--- src/rtl/ros_pkg.sv ---
// ray/oriented-box slab test: shared widths, register codes and types
// no dependencies
`timescale 1ns / 1ps
`default_nettype none
package ros_pkg;

    localparam int COORD_WIDTH = 16;
    localparam int SLOT_W      = 16;
    localparam int UNIT_SHIFT  = 14;
    localparam int REG_W       = 3 * SLOT_W;
    localparam int CFG_DATA_W  = 64;
    localparam int CFG_ADDR_W  = 6;
    localparam int NUM_REGS    = 5;

    localparam int DELTA_W = COORD_WIDTH + 1;
    localparam int EPROD_W = DELTA_W + SLOT_W;
    localparam int E_W     = EPROD_W + 2;
    localparam int FPROD_W = 2 * SLOT_W;
    localparam int F_W     = FPROD_W + 2;
    localparam int H_W     = COORD_WIDTH + UNIT_SHIFT;
    localparam int N_W     = E_W + 1;
    localparam int NUM_W   = N_W + UNIT_SHIFT;
    localparam int Q_W     = NUM_W;
    localparam int T_W     = Q_W + 2;
    localparam int DIST_W  = 15;

    localparam logic [DIST_W-1:0] DIST_MAX = {DIST_W{1'b1}};
    localparam logic signed [T_W-1:0] T_INF = {1'b0, {(T_W-1){1'b1}}};

    localparam logic [REG_W-1:0] AXIS_X_RST = REG_W'(64'd16384);
    localparam logic [REG_W-1:0] AXIS_Y_RST = REG_W'(64'd1073741824);
    localparam logic [REG_W-1:0] AXIS_Z_RST = REG_W'(64'd70368744177664);

    typedef enum logic [2:0] {
        REG_CENTER = 3'd0,
        REG_HALF   = 3'd1,
        REG_AXIS_X = 3'd2,
        REG_AXIS_Y = 3'd3,
        REG_AXIS_Z = 3'd4
    } t_reg_idx;

    typedef struct packed {
        logic [REG_W-1:0]      center;
        logic [REG_W-1:0]      half;
        logic [2:0][REG_W-1:0] axis;
    } t_box;

    typedef struct packed {
        logic neg_hi;
        logic neg_lo;
        logic f_zero;
        logic in_slab;
    } t_axis_side;

    typedef struct packed {
        logic [N_W-1:0] n_hi_mag;
        logic [N_W-1:0] n_lo_mag;
        logic [F_W-1:0] f_mag;
        t_axis_side     side;
    } t_axis_req;

    typedef struct packed {
        logic signed [T_W-1:0] lo;
        logic signed [T_W-1:0] hi;
        logic                  miss;
    } t_ival;

endpackage
`default_nettype wire

--- src/rtl/ros_cfg.sv ---
// ray/box configuration registers behind an apb-style port
// depends on ros_pkg
`timescale 1ns / 1ps
`default_nettype none
module ros_cfg (
    input  wire logic                             i_clk,
    input  wire logic                             i_rst_n,
    input  wire logic                             psel,
    input  wire logic                             penable,
    input  wire logic                             pwrite,
    input  wire logic [ros_pkg::CFG_ADDR_W-1:0]   paddr,
    input  wire logic [ros_pkg::CFG_DATA_W-1:0]   pwdata,
    output logic      [ros_pkg::CFG_DATA_W-1:0]   prdata,
    output logic                                  pready,
    output ros_pkg::t_box                         o_box
);
    ros_pkg::t_box r_box;
    logic          wr;
    logic [2:0]    idx;

    assign pready = 1'b1;
    assign wr     = psel && penable && pwrite;
    assign idx    = paddr[ros_pkg::CFG_ADDR_W-1:3];
    assign o_box  = r_box;

    always_ff @(posedge i_clk) begin
        if (!i_rst_n) begin
            r_box.center  <= '0;
            r_box.half    <= '0;
            r_box.axis[0] <= ros_pkg::AXIS_X_RST;
            r_box.axis[1] <= ros_pkg::AXIS_Y_RST;
            r_box.axis[2] <= ros_pkg::AXIS_Z_RST;
        end else if (wr) begin
            unique case (idx)
                ros_pkg::REG_CENTER: r_box.center  <= pwdata[ros_pkg::REG_W-1:0];
                ros_pkg::REG_HALF:   r_box.half    <= pwdata[ros_pkg::REG_W-1:0];
                ros_pkg::REG_AXIS_X: r_box.axis[0] <= pwdata[ros_pkg::REG_W-1:0];
                ros_pkg::REG_AXIS_Y: r_box.axis[1] <= pwdata[ros_pkg::REG_W-1:0];
                ros_pkg::REG_AXIS_Z: r_box.axis[2] <= pwdata[ros_pkg::REG_W-1:0];
                default: ;
            endcase
        end
    end

    always_comb begin
        prdata = '0;
        unique case (idx)
            ros_pkg::REG_CENTER: prdata[ros_pkg::REG_W-1:0] = r_box.center;
            ros_pkg::REG_HALF:   prdata[ros_pkg::REG_W-1:0] = r_box.half;
            ros_pkg::REG_AXIS_X: prdata[ros_pkg::REG_W-1:0] = r_box.axis[0];
            ros_pkg::REG_AXIS_Y: prdata[ros_pkg::REG_W-1:0] = r_box.axis[1];
            ros_pkg::REG_AXIS_Z: prdata[ros_pkg::REG_W-1:0] = r_box.axis[2];
            default: prdata = '0;
        endcase
    end
endmodule
`default_nettype wire

--- config.mk ---
export PLATFORM = sky130hd
export DESIGN_NAME = ros_cfg
export DESIGN_NICKNAME = d
export VERILOG_FILES = /design/src/rtl/ros_pkg.sv /design/src/rtl/ros_cfg.sv
export SDC_FILE = /design/constraint.sdc
export NUM_CORES = 1
export LEC_CHECK = 0
export ABC_CLOCK_PERIOD_IN_PS = 1600
export BUFFER_PORTS_ARGS = -buffer_cell sky130_fd_sc_hd__buf_4
export CORE_MARGIN = 2
export CORE_UTILIZATION = 45
export DETAILED_ROUTE_END_ITERATION = 6
export GPL_TIMING_DRIVEN = 0
export PLACE_DENSITY = 0.76
export RECOVER_POWER = 100
export SYNTH_ARGS = -nofsm -noshare
export SYNTH_HDL_FRONTEND = slang
export SYNTH_SLANG_ARGS = --single-unit
--- constraint.sdc ---
create_clock -name i_clk -period 1.6 [get_ports i_clk]
set_input_delay 0.32 -clock i_clk [delete_from_list [all_inputs] [get_ports i_clk]]
set_output_delay 0.32 -clock i_clk [all_outputs]
set_load 0.05 [all_outputs]
# Yosys cells after proc, flatten, opt, wreduce, memory -nomap -nowiden

Index checks and enable logic that the tools add are counted.
Widths: inputs -> output; s select.

Equal/unequal tests: 4
Muxes and demuxes: 1
Reduce and logical (&&, ||, !) cells: 8

Operators with widths:

| kind               | count |
|---|---|
| $pmux 48 s5        | 1 |
| $reduce_and 2->1   | 5 |
| $eq 3x2->1 const B | 2 |
| $eq 3x1->1 const B | 1 |
| $eq 3x3->1 const B | 1 |
| $logic_not 3->1    | 1 |
| $logic_and 1x1->1  | 2 |

Flip-flop bits (word level): 240
Output and inout bits: 305

# Longest topological paths before layout

Gate-level depths: netlist of the first run.

Depth in word-level cells: 3
Depth in mapped cells: 6
Gate-level depth less buffers: 3

# Worst setup path after synthesis of the first run

No wires, ideal clock.

Kind: input to output
From: input paddr[4] (netlist name)
To: output prdata[19] (netlist name)
Arrival time: 2.045 ns
Data required time: 1.280 ns
Path slack: -0.765 ns
Stages: 6
Buffers on the path: 3
Cell sequence: buf_2 nor2_1 buf_2 buf_1 a22oi_1 o22ai_1

Longest elaborated chain between the ends: 2
Elaborated cells between the ends (all ways): 6
Those cells by class: eq/ne (4); mux (1); reduce/logical (1)

Ends and longest elaborated chain:

| item                               | line          | source |
|---|---|---|
| start, declared                    | ros_cfg.sv:11 | `input wire logic [ros_pkg::CFG_ADDR_W-1:0] paddr,` |
| $eq 3x3->1 (tied with other cells) | ros_cfg.sv:47 | `unique case (idx)` |
| $pmux 48 s5 *                      | ros_cfg.sv:47 |  |
| end, declared                      | ros_cfg.sv:13 | `output logic [ros_pkg::CFG_DATA_W-1:0] prdata,` |

Mark *: on every way between the ends. The rest lies on a longest branch, timed or not.

# Worst setup path after layout of the first run

From: input paddr[3] (netlist name)
To: output prdata[44] (netlist name)

The elaborated chain is that of the path after synthesis.

==> results.md, run 1 <==
* Run status: finished with violations
* Failing checks: setup timing
* Number of instances in the synthesized netlist at 1091
* Maximum clock frequency at 521 MHz
* Initial antenna violation count at 0
* Nets@finish at 1594
* Routed via count divided by cell count at 5.53
* Launch instance of the worst min-delay path: pwdata[46]
* Hold Path Depth at 3
* RSZ-0062 raised after global routing: yes
* Kind of capture point of the worst setup path: output pin
* Total die area at 24700 sq um
* Critical path class: primary input to output pin
* Post-synth EDFFs at 0
* Number of global-route vias before repair at 10200
* Yosys synthesis warning count at 0
* Max Cap Viol at 0
* Maximum root-to-sink buffer count at 3
* Slew at the pin with the worst max-slew slack at 0.706 ns
* Final Wtd Congestion at 0.840
* Crit path setup slack, layout at -0.318 ns
* Worst-case hold path end point: o_box[142]
* Detailed-router iteration count before antenna repair at 5
* Share of the core filled with cells at 68.6%
* Die X-Extent at 157 um
* Final setup violation count at 59
* Critical path peak fanout at 5
* Wire length of the first global-routing pass at 60300 um
* Routed vias at 10300
* Number of distinct standard cells referenced by the synthesized netlist at 25
* Routed wire length at 40400 um
* Clock tree from TritonCTS: built
* Level count of the clock H-tree at 1
* Pwr dens at 831 nW/um^2
* Leakage at 0.00661 uW
* IO buf count at 341
* Cell type contributing the most total cell area after synthesis: sky130_fd_sc_hd__dfxtp_1
* Fraction of the cycle the final worst path needs at 120%
* Routed len/inst at 21.8 um
* Initial standard-cell utilization of the core at 45.4%
* Insertion delay to the later sink of the worst-skew pair at 0.52 ns
* Reg-to-reg critical path startpoint: o_box[17]
* Clock sink count at 240
* First DRT Iteration DRCs at 575
* IO Count at 380
* Worst-path clk slew at 0.06 ns
* Total CTS buffers at 26
* Count of non-filler cells in the finished layout at 1856
* Root buffer selected by CTS: sky130_fd_sc_hd__clkbuf_16
* Area contributors post-synth: sky130_fd_sc_hd__dfxtp_1 45%, sky130_fd_sc_hd__mux2i_1 23%, sky130_fd_sc_hd__nand2_1 10%
* Share of final-layout standard cells stronger than drive strength 1 at 49.8%
* Startpoint of the worst setup timing path: paddr[3]
* Max reg flops at 240
* Most frequent cell after synthesis: sky130_fd_sc_hd__nand2_1
* Sequential fraction of the synthesis area at 45.5%
* Setup clock skew after layout at 0 ns
* P&R area growth vs syn at 51.1%
* Pin count of the biggest net entering global routing at 13
* Core box area at 23300 sq um
* Mean Syn Cell Area at 9.69 sq um
* Residual DRC count at 0
* Die Ht at 157 um
* Cells after DPL at 1766
* Site row count at 56
* Cell types with the highest counts after synthesis: 286 x sky130_fd_sc_hd__nand2_1, 240 x sky130_fd_sc_hd__dfxtp_1, 239 x sky130_fd_sc_hd__mux2i_1
* Async set or reset register ratio after synthesis at 0%
* Half-perimeter wire length of the detailed placement result at 27800 um
* Startpoint type of the worst setup path: primary input
* Total gr overflow at 0
* Area share of the largest cell type after synthesis at 45.5%
* Endpoint of the most critical register-to-register path: o_box[17]
* Count of endpoints failing hold in the final timing report at 0
* Main synth FF type: sky130_fd_sc_hd__dfxtp_1
* Hold Crit Class: primary input to flip-flop
* Crit path DAT at 1.60 ns
* Depth of the worst register-to-register path at 4
* Total track usage at 31.5%
* Overall Power at 13300 uW
* Setup slack on the worst flop-to-flop path at 0.75 ns
* Total of hold buffers inserted after clock tree synthesis at 0
* ANT cells at 0
* Final number of max-transition violations at 0
* Req. time, crit path at 1.28 ns
* Post-DRT Antenna Nets at 0
* Min Clock Period, post-route at 1.92 ns
* Headroom to the max-slew limit at 53.0%
* Cell Area, Synth at 10600 sq um
* VDD IR max at 0.734 mV
* Number of flip-flops and latches in the synthesized netlist at 240
==> cell type report <==
| cell class | count | area, sq um |
|---|---|---|
| fill | 1913 | 7300 |
| multi-input combinational | 752 | 6350 |
| sequential | 240 | 4920 |
| timing repair buffer | 386 | 2620 |
| buffer | 111 | 856 |
| clock buffer | 41 | 778 |
| tap | 319 | 399 |
| clock inverter | 5 | 27.5 |
| inverter | 2 | 7.51 |
==> metal layers <==
layer	GRT usage [%]	up-vias	part of all wire (%)	routed length, um
met5	0	-	0	0
met3	6.03	109	7.1	2850
met1	40.0	5018	41	16400
met2	52.7	446	48	19400
met4	12.9	0	4.4	1770
li1	-	4690	-	-
==> worst max-delay path by stage <==
stage | end
after floorplan | prdata[31]
after global placement | prdata[19]
after detailed placement | prdata[19]
after CTS | prdata[0]
after global routing | prdata[14]
final | prdata[44]
==> timing repair <==
action / 4_1_cts / 5_1_grt
setup endpoints to repair: 48 / 85
buffers inserted: 36 / 7
cloned: 2 / 0
resized for setup: 184 / 28
hold endpoints to repair: 0 / 0
pin swaps: 23 / 22
==> logic make-up (layout without fill, tap and decap cells) <==
| kind of cell | after synthesis | count (layout) | share of synthesized area [%] |
|---|---|---|---|
| compound gates | 146 | 146 | 9.76 |
| buf+inv | 114 | 545 | 5.58 |
| flops | 240 | 240 | 45.5 |
| mux | 287 | 287 | 27.8 |
| other cells | 2 | 17 | 0.0711 |
| simple gates | 302 | 302 | 11.4 |
==> worst max-delay path, stage by stage <==
cell and delay [ns]:
sky130_fd_sc_hd__buf_6 0.11, sky130_fd_sc_hd__buf_6 0.15, sky130_fd_sc_hd__buf_6 0.12, sky130_fd_sc_hd__buf_12 0.11, sky130_fd_sc_hd__mux2_2 0.33, sky130_fd_sc_hd__a22oi_2 0.19
sky130_fd_sc_hd__o22ai_4 0.10, sky130_fd_sc_hd__buf_6 0.17
==> stage by stage <==
stage	hold slack (ns)	TNS, ns	setup WS (ns)	instance area, sq um
final	0.0665	-13.52	-0.318	16000
after floorplan	0.480	-1.20	-0.0673	11800
after global placement	0.451	-69.95	-0.487	14800
after global routing	0.0695	-17.06	-0.355	16000
after detailed placement	0.456	-76.36	-0.510	14800
after CTS	0.0497	-14.10	-0.340	16400
==> placed cells by master, fill, tap and decap left out, drive strengths merged <==
cell        n
a21oi       1
a22oi      94
a31oi       1
and3        2
and3b       1
buf       263
clkbuf    275
clkinv      4
clkinvlp    1
conb       17
dfxtp     240
inv         2
mux2       48
mux2i     239
nand2     286
nand3       1
nand4b      1
nor2        2
nor2b       6
nor3        2
nor3b       1
o21ai       1
o22ai      48
o311ai      1
==> where the power goes <==
part	total (uW)	switching (uW)	leakage, uW	internal (uW)
sequential	6060	40.7	0.00198	6020
combinational	1480	1020	0.00423	460
clock	5730	2410	0.000395	3320
total	13300	3470	0.00661	9790
(Power assumes the default switching activity.)
==> run 2, diff against run 1 <==
ABC_CLOCK_PERIOD_IN_PS = 2000   (was 1600)
CORE_UTILIZATION = 50   (was 45)
PLACE_DENSITY = 0.8   (was 0.76)
SETUP_SLACK_MARGIN = 0.05   (was unset)
clock period = 2 ns   (was 1.6 ns; I/O delays follow)
==> run 2 against run 1 <==
The flow still finishes with violations (setup timing); critical path type is now flip-flop to output pin; hold slack gained 0.084 ns; sequential share of layout area rose by 0.88 points; die area fell by 9.8%; highest routed layer unchanged; combinational power fell by 20%; critical path depth is 4 lower; final cell count is 3.8% lower.
==> results.md, run 2 (synthesized netlist as in run 1, its figures left out) <==
* Routed len/inst at 23.1 um (was 21.8 um)
* Half-perimeter wire length of the detailed placement result at 27500 um (was 27800 um)
* Worst slack after detailed placement at -0.742 ns (was -0.510 ns)
* Routed wire length at 41300 um (was 40400 um)
* Net switching fraction of the power at 26.5% (was 26.2%)
* Initial standard-cell utilization of the core at 50.6% (was 45.4%)
* Flip-flop and latch area at 4870 sq um (was 4920 sq um)
* Clock tree from TritonCTS: built (unchanged)
* Crit path setup slack, layout at -0.0512 ns (was -0.318 ns)
* Total track usage at 34.9% (was 31.5%)
* Post-DRT Antenna Nets at 0 (unchanged)
* Insertion delay to the later sink of the worst-skew pair at 0.52 ns (about the same)
* Switching power summed over all nets at 2820 uW (was 3470 uW)
* Routed vias at 10400 (was 10300)
* Headroom to the max-slew limit at 32.3% (was 53.0%)
* RSZ-0062 raised after global routing: yes (unchanged)
* Max Cap Viol at 0 (unchanged)
* Placed instance area at 14200 sq um (was 14800 sq um)
* Nets@finish at 1569 (was 1594)
* Startpoint of the worst setup timing path: o_box[24] (was paddr[3])
* Wire length of the first global-routing pass at 60400 um (was 60300 um)
* Area of the multi-input gates at 6300 sq um (was 6350 sq um)
* Site row count at 53 (was 56)
* Total CTS buffers at 25 (was 26)
* Fraction of power consumed by combinational cells at 11.2% (about the same)
* Portion of total power attributed to the clock network at 43.3% (was 43.2%)
* Detailed-router iteration count before antenna repair at 5 (unchanged)
* Final number of max-transition violations at 0 (unchanged)
* Kind of capture point of the worst setup path: output pin (unchanged)
* Req. time, crit path at 1.60 ns (was 1.28 ns)
* Top library cells by usage in the layout, fill and taps aside: 286 x sky130_fd_sc_hd__nand2_1, 251 x sky130_fd_sc_hd__clkbuf_1, 239 x sky130_fd_sc_hd__mux2i_1 (was 286 x sky130_fd_sc_hd__nand2_1, 239 x sky130_fd_sc_hd__mux2i_1, 154 x sky130_fd_sc_hd__clkbuf_2)
* IO buf count at 341 (unchanged)
* Total die area at 22300 sq um (was 24700 sq um)
* Filler Cells Inserted at 1676 (was 1913)
* Pin count of the biggest net entering global routing at 14 (was 13)
* Residual DRC count at 0 (unchanged)
* Startpoint type of the worst setup path: flip-flop (was primary input)
* Total gr overflow at 0 (unchanged)
* Slowest cell on crit path: sky130_fd_sc_hd__dfxtp_2 (was sky130_fd_sc_hd__mux2_2)
* Hold Crit Class: primary input to flip-flop (unchanged)
* Count of non-filler cells in the finished layout at 1785 (was 1856)
* Pwr dens at 694 nW/um^2 (was 831 nW/um^2)
* Min Clock Period, post-route at 2.05 ns
* Root buffer selected by CTS: sky130_fd_sc_hd__clkbuf_16 (unchanged)
* First DRT Iteration DRCs at 513 (was 575)
* Final setup violation count at 29 (was 59)
* P&R area growth vs syn at 45.2% (was 51.1%)
* Routed via count divided by cell count at 5.83 (was 5.53)
* ANT cells at 0 (unchanged)
* Initial antenna violation count at 0 (unchanged)
* Level count of the clock H-tree at 1 (unchanged)
* Delay contributed by the slowest stage of the critical path at 0.33 ns (about the same)
* Final Wtd Congestion at 0.870 (was 0.840)
* Reg-to-reg critical path startpoint: o_box[78] (was o_box[17])
* Leakage at 0.00569 uW (was 0.00661 uW)
* Setup clock skew after layout at 0 ns (unchanged)
* Core box area at 20900 sq um (was 23300 sq um)
* Critical path class: flip-flop to output pin (was primary input to output pin)
* Die Ht at 149 um (was 157 um)
* Run status: finished with violations (unchanged)
* Slew at the pin with the worst max-slew slack at 1.02 ns (was 0.706 ns)
* Clock sink count at 240 (unchanged)
* Fraction of the cycle the final worst path needs at 103%
* Cells after DPL at 1722 (was 1766)
* VDD IR max at 0.630 mV (was 0.734 mV)
* Launch instance of the worst min-delay path: pwdata[14] (was pwdata[46])
* Die X-Extent at 149 um (was 157 um)
* Total of hold buffers inserted after clock tree synthesis at 0 (unchanged)
* Maximum clock frequency at 488 MHz
* Worst-path clk slew at 0.06 ns (about the same)
* Final cell area excluding filler cells at 15300 sq um (was 16000 sq um)
* Sequential cell fraction of total power at 45.5% (was 45.7%)
* Share of final-layout standard cells stronger than drive strength 1 at 32.3% (was 49.8%)
* Commonest non-fill, non-tap cell in the layout: sky130_fd_sc_hd__nand2_1 (unchanged)
* Crit path DAT at 1.65 ns (was 1.60 ns)
* Maximum root-to-sink buffer count at 3 (unchanged)
* Critical path cell sequence: mux2_4, a22oi_2, o22ai_4, buf_6 (was buf_6, buf_6, buf_6, buf_12, mux2_2, a22oi_2, o22ai_4, buf_6)
* Critical path peak fanout at 3 (was 5)
* Internal power at 7830 uW (was 9790 uW)
* Number of global-route vias before repair at 10500 (was 10200)
* IO Count at 380 (unchanged)
* Failing checks: setup timing (unchanged)
* Max reg flops at 240 (unchanged)
* Count of endpoints failing hold in the final timing report at 0 (unchanged)
run 2: cell count changes in the layout (fill, tap and decap cells not counted), sizes merged:
cell,previous run,this run
bufinv,0,1
buf,263,180
clkinvlp,1,0
clkbuf,275,331
run 2: timing repair:
action,CTS,global route
gates resized for setup,245,40
pin swaps,10,9
setup buffers,10,7
endpoints found under the hold margin,0,0
gates cloned,2,2
endpoints found under the setup margin,48,48
run 2: worst paths after layout:
kind                endpoint  slack [ns]  cells after the start
setup / recovery  prdata[24]       -0.05                      4
hold / removal     o_box[14]        0.15                      3
setup reg to reg   o_box[78]        1.15                      3
hold reg to reg     o_box[4]        0.47                      2
run 2: layout make-up:
type / instances / area share [%]
Clock inverter: 5 / 0.326
Inverter: 2 / 0.0489
Timing Repair Buffer: 362 / 14.0
Sequential cell: 240 / 31.7
Buffer: 111 / 5.76
Multi-Input combinational cell: 752 / 41.1
Clock buffer: 38 / 4.79
Tap cell: 275 / 2.24
run 2: power groups by stage:
| stage | combinational, uW | sequential, uW | clock [uW] |
|---|---|---|---|
| after CTS | 1180 | 4850 | 4570 |
| after global routing | 1240 | 4850 | 4790 |
| after floorplan | 558 | 5070 | 0 |
| after detailed placement | 1040 | 4950 | 0 |
| after global placement | 1030 | 4950 | 0 |
| final | 1190 | 4850 | 4610 |
run 2: metrics by stage:
step	hold WS, ns	util (%)	total power (uW)	setup TNS, ns
floorplan	0.560	-	5630	-0.169
global placement	0.455	67.8	5980	-27.42
detailed placement	0.464	67.8	5990	-27.62
CTS	0.156	76.7	10600	-0.0745
global route	0.165	73.4	10900	-1.56
finish	0.151	73.4	10600	-0.522
run 2: worst max-delay path, delay by kind of cell (launching register included):
family / cells / cell delay, ns
mux: 1 / 0.29
compound gates: 2 / 0.33
flops: 1 / 0.33
buf+inv: 1 / 0.19
run 2: layer usage:
| layer | track usage (%) | vias up | share of wire [%] |
|---|---|---|---|
| li1 | - | 4619 | - |
| met1 | 42.3 | 5161 | 39 |
| met2 | 59.8 | 518 | 49 |
| met3 | 7.28 | 116 | 7.7 |
| met4 | 14.8 | 0 | 4.3 |
| met5 | 0 | - | 0 |
==> run 3, diff against run 2 <==
CORE_MARGIN = unset   (was 2)
==> run 3 against run 2 <==
First-iteration DRC count rose by 10%; wire length fell by 1.6%; combinational power barely moved; via count rose by 0.36%; critical path type is now primary input to output pin; largest cell class unchanged; clock skew did not move; the flow still finishes with violations (setup timing).
==> results.md, run 3 (synthesized netlist as in run 1, its figures left out) <==
* Total gr overflow at 0 (unchanged)
* Number of global-route vias before repair at 10600 (was 10500)
* Slew at the pin with the worst max-slew slack at 0.892 ns (was 1.02 ns)
* Routed wire length at 40600 um (was 41300 um)
* Routed vias at 10500 (was 10400)
* Total die area at 21700 sq um (was 22300 sq um)
* Root buffer selected by CTS: sky130_fd_sc_hd__clkbuf_16 (unchanged)
* Fraction of the cycle the final worst path needs at 103% (about the same)
* Req. time, crit path at 1.60 ns (about the same)
* Delay contributed by the slowest stage of the critical path at 0.24 ns (was 0.33 ns)
* Reg-to-reg critical path startpoint: o_box[50] (was o_box[78])
* Hold Path Depth at 3 (unchanged)
* Share of final-layout standard cells stronger than drive strength 1 at 34.6% (was 32.3%)
* Hold Crit Class: primary input to flip-flop (unchanged)
* Wire length of the first global-routing pass at 60300 um (was 60400 um)
* Total CTS buffers at 26 (was 25)
* Initial antenna violation count at 1 (was 0)
* Buffering stage count on the worst path with inverters included at 5 (was 1)
* Clock tree from TritonCTS: built (unchanged)
* Startpoint type of the worst setup path: primary input (was flip-flop)
* Count of endpoints failing hold in the final timing report at 0 (unchanged)
* Run status: finished with violations (unchanged)
* Worst slack after detailed placement at -0.729 ns (was -0.742 ns)
* Initial standard-cell utilization of the core at 51.6% (was 50.6%)
* Leakage at 0.00582 uW (was 0.00569 uW)
* Residual DRC count at 0 (unchanged)
* Setup clock skew after layout at 0 ns (unchanged)
* Headroom to the max-slew limit at 40.5% (was 32.3%)
* Final Wtd Congestion at 0.870 (about the same)
* Half-perimeter wire length of the detailed placement result at 27300 um (was 27500 um)
* IO buf count at 341 (unchanged)
* Level count of the clock H-tree at 1 (unchanged)
* Cells after DPL at 1717 (was 1722)
* P&R area growth vs syn at 47.2% (was 45.2%)
* Insertion delay to the later sink of the worst-skew pair at 0.53 ns (was 0.52 ns)
* Cell type group with the largest total delay on the critical path: buffers and inverters (was flip-flops)
* Site row count at 52 (was 53)
* Critical path cell sequence: buf_12, buf_12, nor2b_4, buf_12, buf_12, a22oi_2, o22ai_2, buf_6 (was mux2_4, a22oi_2, o22ai_4, buf_6)
* Failing checks: setup timing (unchanged)
* Share of the core filled with cells at 75.9% (was 73.4%)
* Top library cells by usage in the layout, fill and taps aside: 286 x sky130_fd_sc_hd__nand2_1, 239 x sky130_fd_sc_hd__mux2i_1, 233 x sky130_fd_sc_hd__clkbuf_1 (was 286 x sky130_fd_sc_hd__nand2_1, 251 x sky130_fd_sc_hd__clkbuf_1, 239 x sky130_fd_sc_hd__mux2i_1)
* Slowest cell on crit path: sky130_fd_sc_hd__o22ai_2 (was sky130_fd_sc_hd__dfxtp_2)
* Launch instance of the worst min-delay path: pwdata[14] (unchanged)
* Setup slack on the worst flop-to-flop path at 1.13 ns (was 1.15 ns)
* ANT cells at 0 (unchanged)
* Max reg flops at 240 (unchanged)
* Kind of capture point of the worst setup path: output pin (unchanged)
* First DRT Iteration DRCs at 566 (was 513)
* Pin count of the biggest net entering global routing at 15 (was 14)
* Total of hold buffers inserted after clock tree synthesis at 0 (unchanged)
* Worst-case hold path end point: o_box[14] (unchanged)
* Worst-path clk slew at 0.07 ns (was 0.06 ns)
* Filler Cells Inserted at 1565 (was 1676)
* Critical path peak fanout at 6 (was 3)
* Post-DRT Antenna Nets at 0 (unchanged)
* Die X-Extent at 147 um (was 149 um)
* Min Clock Period, post-route at 2.07 ns (was 2.05 ns)
* Count of non-filler cells in the finished layout at 1789 (was 1785)
* Critical path class: primary input to output pin (was flip-flop to output pin)
* Max Cap Viol at 0 (unchanged)
* Die Ht at 147 um (was 149 um)
* Maximum root-to-sink buffer count at 3 (unchanged)
* Core box area at 20500 sq um (was 20900 sq um)
* Sum of negative setup slack at -0.755 ns (was -0.522 ns)
* Crit path DAT at 1.67 ns (was 1.65 ns)
* Endpoint of the most critical register-to-register path: o_box[50] (was o_box[78])
* Crit path setup slack, layout at -0.0664 ns (was -0.0512 ns)
* Pwr dens at 720 nW/um^2 (was 694 nW/um^2)
* Total track usage at 35.7% (was 34.9%)
* Detailed-router iteration count before antenna repair at 6 (was 5)
* Final number of max-transition violations at 0 (unchanged)
* Final setup violation count at 35 (was 29)
* Routed len/inst at 22.7 um (was 23.1 um)
* VDD IR max at 0.672 mV (was 0.630 mV)
* Depth of the worst register-to-register path at 4 (was 3)
* Clock sink count at 240 (unchanged)
* Maximum clock frequency at 484 MHz (was 488 MHz)
* Nets@finish at 1576 (was 1569)
* IO Count at 380 (unchanged)
* Commonest non-fill, non-tap cell in the layout: sky130_fd_sc_hd__nand2_1 (unchanged)
* Most common cell type on the critical path: sky130_fd_sc_hd__buf_12
* Routed via count divided by cell count at 5.84 (was 5.83)
* RSZ-0062 raised after global routing: yes (unchanged)
run 3: cell types whose count changed in the layout (fill, tap and decap cells not counted), moves of 4 or more:
| cell | change |
|---|---|
| sky130_fd_sc_hd__a22oi_1 | -11 |
| sky130_fd_sc_hd__a22oi_2 | +11 |
| sky130_fd_sc_hd__buf_8 | -4 |
| sky130_fd_sc_hd__clkbuf_1 | -18 |
| sky130_fd_sc_hd__clkbuf_2 | +24 |
| sky130_fd_sc_hd__clkbuf_4 | -4 |
| sky130_fd_sc_hd__mux2_2 | +6 |
| sky130_fd_sc_hd__mux2_4 | -6 |
run 3: repair_timing:
| action | in CTS | in global routing |
|---|---|---|
| setup endpoints to repair | 48 | 48 |
| buffers inserted | 16 | 7 |
| gates cloned | 2 | 2 |
| hold endpoints to repair | 0 | 0 |
| pin swaps | 9 | 18 |
| resized for setup | 218 | 68 |
run 3: how the worst max path moves through the flow:
stage,cells after the start,to,startpoint
CTS,4,prdata[1],o_box[49]
finish,8,prdata[19],paddr[3]
global placement,6,prdata[19],paddr[4]
global route,4,prdata[1],o_box[1]
detailed placement,6,prdata[19],paddr[4]
floorplan,4,prdata[19],paddr[4]
run 3: per-layer routing:
metal / vias to the layer above / GRT usage (%) / routed length, um
met3: 136 / 9.10 / 3500
met4: 2 / 15.9 / 1730
met2: 548 / 61.7 / 19800
met1: 5145 / 41.6 / 15600
li1: 4620 / - / -
met5: - / 0 / 9
run 3: through the flow:
stage,area [sq um],total power [uW],hold WS [ns]
2_1_floorplan,11300,5630,0.560
3_3_place_gp,14200,5980,0.456
3_5_place_dp,14200,5990,0.460
4_1_cts,16100,11200,0.140
5_1_grt,15600,11500,0.141
6_report,15600,11200,0.139
run 3: worst min-delay path, cell delays in order:
cell,delay [ns]
sky130_fd_sc_hd__buf_4,0.08
sky130_fd_sc_hd__nor2b_1,0.04
sky130_fd_sc_hd__mux2i_1,0.11
run 3: power by group:
| part | switching, uW | internal, uW | total [uW] |
|---|---|---|---|
| Clock | 2020 | 3130 | 5150 |
| Sequential | 35.7 | 4810 | 4850 |
| Combinational | 822 | 383 | 1200 |
run 3: final cells by class:
| type | count | area, sq um | area share, % |
|---|---|---|---|
| Clock inverter | 11 | 168 | 1.08 |
| Buffer | 111 | 865 | 5.56 |
| Inverter | 2 | 7.51 | 0.0483 |
| Multi-Input combinational cell | 752 | 6330 | 40.7 |
| Tap cell | 270 | 338 | 2.17 |
| Sequential cell | 240 | 4860 | 31.3 |
| Timing Repair Buffer | 368 | 2230 | 14.4 |
| Clock buffer | 35 | 746 | 4.79 |
